**src/rtl/core/cpunpm_pkg.sv**
```systemverilog
// shared types, format codes and constants for the cursor pixel unpremultiply block
`default_nettype none

package cpunpm_pkg;

	// source layout codes
	localparam logic [1:0] FMT_ARGB = 2'd0;
	localparam logic [1:0] FMT_XRGB = 2'd1;
	localparam logic [1:0] FMT_ABGR = 2'd2;
	localparam logic [1:0] FMT_XBGR = 2'd3;

	localparam int unsigned CHAN_BITS = 8;
	localparam int unsigned PIXEL_BITS = 32;
	localparam int unsigned NUM_CHANS = 3;
	// one quotient bit per cell
	localparam int unsigned QUOT_BITS = CHAN_BITS;

	localparam logic [CHAN_BITS-1:0] CHAN_MAX = 8'hff;
	localparam logic [PIXEL_BITS-1:0] ALPHA_MASK = 32'hff000000;
	localparam logic [PIXEL_BITS-1:0] AG_MASK = 32'hff00ff00;

	// per colour channel long-division state
	typedef struct packed {
		logic [CHAN_BITS-1:0] rem;
		logic [CHAN_BITS-1:0] low;
		logic [CHAN_BITS-1:0] quo;
		logic                 sat;
	} chan_t;

	// item travelling down the cell row
	typedef struct packed {
		logic                       pass;
		logic [PIXEL_BITS-1:0]      word;
		logic [CHAN_BITS-1:0]       alpha;
		chan_t [NUM_CHANS-1:0]      ch;
	} cell_data_t;

endpackage

`default_nettype wire

```
**src/rtl/core/cpunpm_front.sv**
```systemverilog
// front stage: layout swap, forced alpha and divider set-up
`default_nettype none

module cpunpm_front (
	input  wire logic                                  clk,
	input  wire logic                                  arst_n,
	input  wire logic [1:0]                            source_format,
	input  wire logic                                  up_valid,
	input  wire logic [cpunpm_pkg::PIXEL_BITS-1:0]     pixel,
	output logic                                       up_ready,
	input  wire logic                                  down_ready,
	output logic                                       valid_q,
	output cpunpm_pkg::cell_data_t                     data_q
);

	logic [cpunpm_pkg::PIXEL_BITS-1:0] swapped;
	logic [cpunpm_pkg::PIXEL_BITS-1:0] word;
	logic [cpunpm_pkg::CHAN_BITS-1:0]  alpha;
	logic [cpunpm_pkg::CHAN_BITS-1:0]  chan [cpunpm_pkg::NUM_CHANS];
	logic [2*cpunpm_pkg::CHAN_BITS-1:0] prod [cpunpm_pkg::NUM_CHANS];
	cpunpm_pkg::cell_data_t            next;

	// red/blue swap and forced alpha
	always_comb begin
		swapped = pixel;
		if (source_format inside {cpunpm_pkg::FMT_ABGR, cpunpm_pkg::FMT_XBGR}) begin
			swapped = (pixel & cpunpm_pkg::AG_MASK) | {8'h00, pixel[7:0], 8'h00, pixel[23:16]};
		end
		word = swapped;
		if (source_format inside {cpunpm_pkg::FMT_XRGB, cpunpm_pkg::FMT_XBGR}) begin
			word = swapped | cpunpm_pkg::ALPHA_MASK;
		end
	end

	assign alpha   = word[31:24];
	assign chan[2] = word[23:16];
	assign chan[1] = word[15:8];
	assign chan[0] = word[7:0];

	// dividend c*255 as (c<<8)-c, top byte seeds the remainder
	always_comb begin
		next.pass  = (alpha == '0) || (alpha == cpunpm_pkg::CHAN_MAX);
		next.word  = word;
		next.alpha = alpha;
		for (int i = 0; i < cpunpm_pkg::NUM_CHANS; i++) begin
			prod[i] = {chan[i], 8'h00} - {8'h00, chan[i]};
			next.ch[i].rem = prod[i][15:8];
			next.ch[i].low = prod[i][7:0];
			next.ch[i].quo = '0;
			next.ch[i].sat = (chan[i] >= alpha);
		end
	end

	assign up_ready = !valid_q || down_ready;

	// stage register
	always_ff @(posedge clk or negedge arst_n) begin
		if (!arst_n) begin
			valid_q <= 1'b0;
		end else if (up_ready) begin
			valid_q <= up_valid;
		end
	end

	always_ff @(posedge clk) begin
		if (up_ready && up_valid) begin
			data_q <= next;
		end
	end

endmodule

`default_nettype wire

```
**src/rtl/core/cpunpm_cell.sv**
```systemverilog
// divider cell: one restoring step, one quotient bit for each colour channel
`default_nettype none

module cpunpm_cell (
	input  wire logic                   clk,
	input  wire logic                   arst_n,
	input  wire logic                   up_valid,
	input  cpunpm_pkg::cell_data_t      up_data,
	output logic                        up_ready,
	input  wire logic                   down_ready,
	output logic                        valid_q,
	output cpunpm_pkg::cell_data_t      data_q
);

	logic [cpunpm_pkg::CHAN_BITS:0] trial [cpunpm_pkg::NUM_CHANS];
	logic [cpunpm_pkg::CHAN_BITS:0] diff  [cpunpm_pkg::NUM_CHANS];
	logic                           ge    [cpunpm_pkg::NUM_CHANS];
	cpunpm_pkg::cell_data_t         next;

	// shift in next dividend bit, subtract alpha when it fits
	always_comb begin
		next = up_data;
		for (int i = 0; i < cpunpm_pkg::NUM_CHANS; i++) begin
			trial[i] = {up_data.ch[i].rem, up_data.ch[i].low[cpunpm_pkg::CHAN_BITS-1]};
			diff[i]  = trial[i] - {1'b0, up_data.alpha};
			ge[i]    = (trial[i] >= {1'b0, up_data.alpha});
			next.ch[i].rem = ge[i] ? diff[i][cpunpm_pkg::CHAN_BITS-1:0]
			                       : trial[i][cpunpm_pkg::CHAN_BITS-1:0];
			next.ch[i].low = {up_data.ch[i].low[cpunpm_pkg::CHAN_BITS-2:0], 1'b0};
			next.ch[i].quo = {up_data.ch[i].quo[cpunpm_pkg::CHAN_BITS-2:0], ge[i]};
		end
	end

	assign up_ready = !valid_q || down_ready;

	// stage register
	always_ff @(posedge clk or negedge arst_n) begin
		if (!arst_n) begin
			valid_q <= 1'b0;
		end else if (up_ready) begin
			valid_q <= up_valid;
		end
	end

	always_ff @(posedge clk) begin
		if (up_ready && up_valid) begin
			data_q <= next;
		end
	end

endmodule

`default_nettype wire

```
**src/rtl/core/cursor_pixel_unpremultiply.sv**
```systemverilog
// top level: premultiplied cursor pixel to straight-alpha ARGB8888
//
// channel | direction | handshake         | payload
// cfg     | in        | cfg_valid/ready   | cfg_data (source format, 2 bits)
// in      | in        | in_valid/stall    | pixel_in (32 bits)
// out     | out       | out_valid/stall   | pixel_out (32 bits)
//
// one pixel per cycle while out_stall is low; one front stage, a row of
// eight divider cells (one quotient bit each, all three channels) and the output register
// reset clears the source format to ARGB and empties every stage
// each stage holds its item until the next one frees, so a stalled output
// keeps accepting pixels until the row fills
// configuration writes are always taken (cfg_ready tied high)
`default_nettype none

module cursor_pixel_unpremultiply (
	input  wire logic        clk,
	input  wire logic        arst_n,
	input  wire logic        cfg_valid,
	output logic             cfg_ready,
	input  wire logic [1:0]  cfg_data,
	input  wire logic        in_valid,
	output logic             in_stall,
	input  wire logic [31:0] pixel_in,
	output logic             out_valid,
	input  wire logic        out_stall,
	output logic [31:0]      pixel_out
);

	localparam int unsigned N = cpunpm_pkg::QUOT_BITS;

	logic [1:0]             source_format_q;
	logic                   valid [N+1];
	logic                   ready [N+2];
	cpunpm_pkg::cell_data_t data  [N+1];
	logic                   out_valid_q;
	logic [31:0]            pixel_out_q;
	logic [31:0]            result;
	cpunpm_pkg::cell_data_t last;

	// configuration register
	assign cfg_ready = 1'b1;

	always_ff @(posedge clk or negedge arst_n) begin
		if (!arst_n) begin
			source_format_q <= cpunpm_pkg::FMT_ARGB;
		end else if (cfg_valid) begin
			source_format_q <= cfg_data;
		end
	end

	// front stage
	cpunpm_front u_front (
		.clk           (clk),
		.arst_n        (arst_n),
		.source_format (source_format_q),
		.up_valid      (in_valid),
		.pixel         (pixel_in),
		.up_ready      (ready[0]),
		.down_ready    (ready[1]),
		.valid_q       (valid[0]),
		.data_q        (data[0])
	);

	assign in_stall = !ready[0];

	// row of divider cells
	for (genvar k = 0; k < N; k++) begin : g_cell
		cpunpm_cell u_cell (
			.clk        (clk),
			.arst_n     (arst_n),
			.up_valid   (valid[k]),
			.up_data    (data[k]),
			.up_ready   (ready[k+1]),
			.down_ready (ready[k+2]),
			.valid_q    (valid[k+1]),
			.data_q     (data[k+1])
		);
	end

	// result assembly with saturation
	assign last = data[N];

	always_comb begin
		if (last.pass) begin
			result = last.word;
		end else begin
			result = {last.alpha,
			          last.ch[2].sat ? cpunpm_pkg::CHAN_MAX : last.ch[2].quo,
			          last.ch[1].sat ? cpunpm_pkg::CHAN_MAX : last.ch[1].quo,
			          last.ch[0].sat ? cpunpm_pkg::CHAN_MAX : last.ch[0].quo};
		end
	end

	// output register
	assign ready[N+1] = !out_valid_q || !out_stall;

	always_ff @(posedge clk or negedge arst_n) begin
		if (!arst_n) begin
			out_valid_q <= 1'b0;
		end else if (ready[N+1]) begin
			out_valid_q <= valid[N];
		end
	end

	always_ff @(posedge clk) begin
		if (ready[N+1] && valid[N]) begin
			pixel_out_q <= result;
		end
	end

	assign out_valid = out_valid_q;
	assign pixel_out = pixel_out_q;

endmodule

`default_nettype wire
```
**config.mk**
```make
export PLATFORM = sky130hd
export DESIGN_NAME = cursor_pixel_unpremultiply
export DESIGN_NICKNAME = d
export VERILOG_FILES = /design/src/rtl/core/cpunpm_pkg.sv /design/src/rtl/core/cpunpm_front.sv /design/src/rtl/core/cpunpm_cell.sv /design/src/rtl/core/cursor_pixel_unpremultiply.sv
export SDC_FILE = /design/constraint.sdc
export NUM_CORES = 1
export LEC_CHECK = 0
export ABC_AREA = 1
export BUFFER_PORTS_ARGS = -buffer_cell sky130_fd_sc_hd__buf_4
export CAP_MARGIN = 0
export CORE_AREA = 2 2 278 389
export CTS_CLUSTER_DIAMETER = 200
export DETAILED_ROUTE_END_ITERATION = 16
export DIE_AREA = 0 0 280 391
export SYNTH_ARGS = -nofsm -noshare
export SYNTH_HDL_FRONTEND = slang
export SYNTH_HIERARCHICAL = 1
export SYNTH_SLANG_ARGS = --single-unit
```
**constraint.sdc**
```tcl
create_clock -name clk -period 12 [get_ports clk]
set_clock_uncertainty 0.2 [all_clocks]
set_input_delay 2.4 -clock clk [delete_from_list [all_inputs] [get_ports clk]]
set_output_delay 2.4 -clock clk [all_outputs]
set_load 0.005 [all_outputs]
```
==> reports/results.tsv <==
stage	metric	value	unit
outcome	status	complete, no violations	
floorplan	core-area	106400	um2
drt	viasPerCell	4.618	
cts	numCtsBuffers	83	
finish	fin_cells	5190	
power_and_ir_drop	power_frac_clock	22.4	%
logic_synthesis	yosysWarnings	6	
sta	setup-violations-final	0	
sta	min_period_over_period	58.91	%
global_routing	antenna_found_initial	0	
critical_path	crit_type	in -> out	
cts	cts_setup_buffers	0	
finish	drive_gt1_share	11.93	%
floorplan	die_area	109500	um2
floorplan	die_h	391	um
critical_path	r2r_setup_slack	8130	ps
cts	clk_latency	640	ps
placed_design	dp_cells	5040	
cts	postCtsHoldBufs	0	
cts	clk_path_buf_depth	3	
floorplan	io-pin-count	74	
flow_run	drv_cap	0	
power_and_ir_drop	ir_drop	126.1	uV
placed_design	dp_slack	4922	ps
global_routing	grt_max_degree	82	
critical_path	crit_path_start_kind	input port	
floorplan	rows	142	
sta	hold_violations	0	
finish	multi_input_area	13120	um2
critical_path	path_cells	buf_4 -> nand2_1 -> inv_1 -> nand2_1 -> inv_1 -> nand2_1 -> inv_1 -> nand2_1 -> inv_1 -> nand2_1 -> inv_1 -> nand2_1 -> inv_1 -> nand2_1 -> inv_1 -> nand2_1 -> inv_1 -> nand2_1 -> inv_1 -> nand2_1 -> inv_1 -> buf_4	
power_and_ir_drop	p_per_area	248.0	nW/um2
global_routing	grt_util_all_layers	15.27	%
power_and_ir_drop	intPower	7182	uW
sta	period_needed	7070	ps
global_routing	first_global_vias	23930	
sta	hold_ws	212.3	ps
logic_synthesis	syn_area	40360	um2
min_path	hp-class	reg -> reg	
sta	max_freq	141.4	MHz
global_routing	grt_pass1_wl	130200	um
placed_design	gp_routability_congestion	0.8797	
power_and_ir_drop	power.switching	4006	uW
finish	register_area	25070	um2
critical_path	slowest_delay	120	ps
sta	fin_ws	4930	ps
logic_synthesis	synthesis.nets	3903	
finish	fill_cells	9948	
cts	cts_resized	0	
power_and_ir_drop	p_leak	0.01961	uW
cts	cts_tree	built	
finish	fin_area	45120	um2
drt	drtIter0Drc	1290	
drt	wire_per_inst	15.80	um
cts	cts.clk_slew.worst_paths	60	ps
cts	cts_root_buf	clkbuf_16	
floorplan	initial_core_util	37.92	%
critical_path	worst_setup_path_end_kind	primary output	
placed_design	placement.cell_area	42450	um2
cts	htree_levels	3	
cts	clock_sinks	837	
logic_synthesis	avgSynthCellArea	11.12	um2
sta	report.final.slew_viol_count	0	
sta	worst_pin_slew	1036	ps
drt	drc	0	
power_and_ir_drop	comb_power_share	35.1	%
finish	synthToLayoutAreaGrowth	11.80	%
power_and_ir_drop	p_sw_share	35.81	%
drt	wirelength	81990	um
power_and_ir_drop	power_frac_seq	42.5	%
placed_design	hpwl	63650	um
sta	finalSetupTns	0	ps
drt	drtPass1Iterations	7	
finish	nets	4032	
logic_synthesis	synth_cells	3628	
floorplan	dieWidth	280	um
critical_path	required	9400	ps
sta	max_slew_margin	30.93	%
drt	via_count	23970	
sta	rsz0062_at_grt	false	
drt	ant_nets	0	
critical_path	crit_slowest_cell	inv_1	
critical_path	critPathMaxFanout	2	
global_routing	grt_overflow	0	
critical_path	crit_arrival	4470	ps
placed_design	io_buffers	72	
==> worst paths after layout <==
| check | depth (start not counted) | startpoint | end |
|---|---|---|---|
| worst max register to register | 18 | out_valid | g_cell[0].u_cell/data_q[17] |
| worst min register to register | 0 | g_cell[6].u_cell/data_q[110] | g_cell[7].u_cell/data_q[110] |
| worst min-delay path | 0 | g_cell[6].u_cell/data_q[110] | g_cell[7].u_cell/data_q[110] |
| worst max-delay path | 22 | out_stall | in_stall |
| min in group asynchronous | 1 | arst_n | source_format_q[1] |
| max in group asynchronous | 1 | arst_n | out_valid |
==> layer usage <==
layer	track usage, %	wire length, um	up-vias
li1	-	-	12370
met1	17.15	32300	11070
met2	28.72	43910	390
met3	1.987	2510	143
met4	6.485	3271	0
met5	0	0	-
==> critical path, delay by kind of cell <==
kind | cells | cell delay [ps]
buf+inv | 12 | 1250
simple gates | 10 | 820
==> per-stage QoR <==
step                total power, uW  util (%)
finish                        11190     42.40
global placement               8720     39.89
floorplan                      7818         -
global route                  12050     42.39
CTS                           11310     42.39
detailed placement             8782     39.89
==> sequential cells by signal, summed over array words and instances, names as in the netlist <==
signal	flops
g_cell.u_cell/data_q	712
g_cell.u_cell/valid_q	8
out_valid	1
u_front/valid_q	1
u_front/data_q	81
source_format_q	2
pixel_out	32
==> cells in the final DEF, fill, tap and decap left out, drive strengths merged <==
master,count
clkinv,38
fa,21
conb,1
xor2,39
nand4,42
o2111ai,1
o22ai,1
a211oi,1
nor3,20
nand3,303
nor2,207
nand3b,15
xnor2,30
a21oi,98
ha,215
clkbuf,101
or2,22
diode,1
clkinvlp,2
edfxtp,825
nand2,1171
o21ai,46
buf,85
bufinv,6
o21bai,3
o21a,3
and2,3
a31oi,1
inv,509
dfrtp,12
==> cell type report <==
type | instances | share of cell area, %
Sequential cell | 837 | 55.57
Multi-Input combinational cell | 2243 | 29.07
Clock buffer | 101 | 4.820
Inverter | 507 | 4.232
Tap cell | 1368 | 3.794
Timing Repair Buffer | 85 | 1.414
Clock inverter | 48 | 1.093
Antenna cell | 1 | 0.005546
==> power by group through the flow <==
stage	Combinational, uW	Clock (uW)	Sequential [uW]
floorplan	3150	0	4670
global placement	3900	0	4820
detailed placement	3950	0	4830
CTS	3960	2580	4770
global route	4520	2700	4840
finish	3930	2500	4760
(Power assumes the default switching activity.)
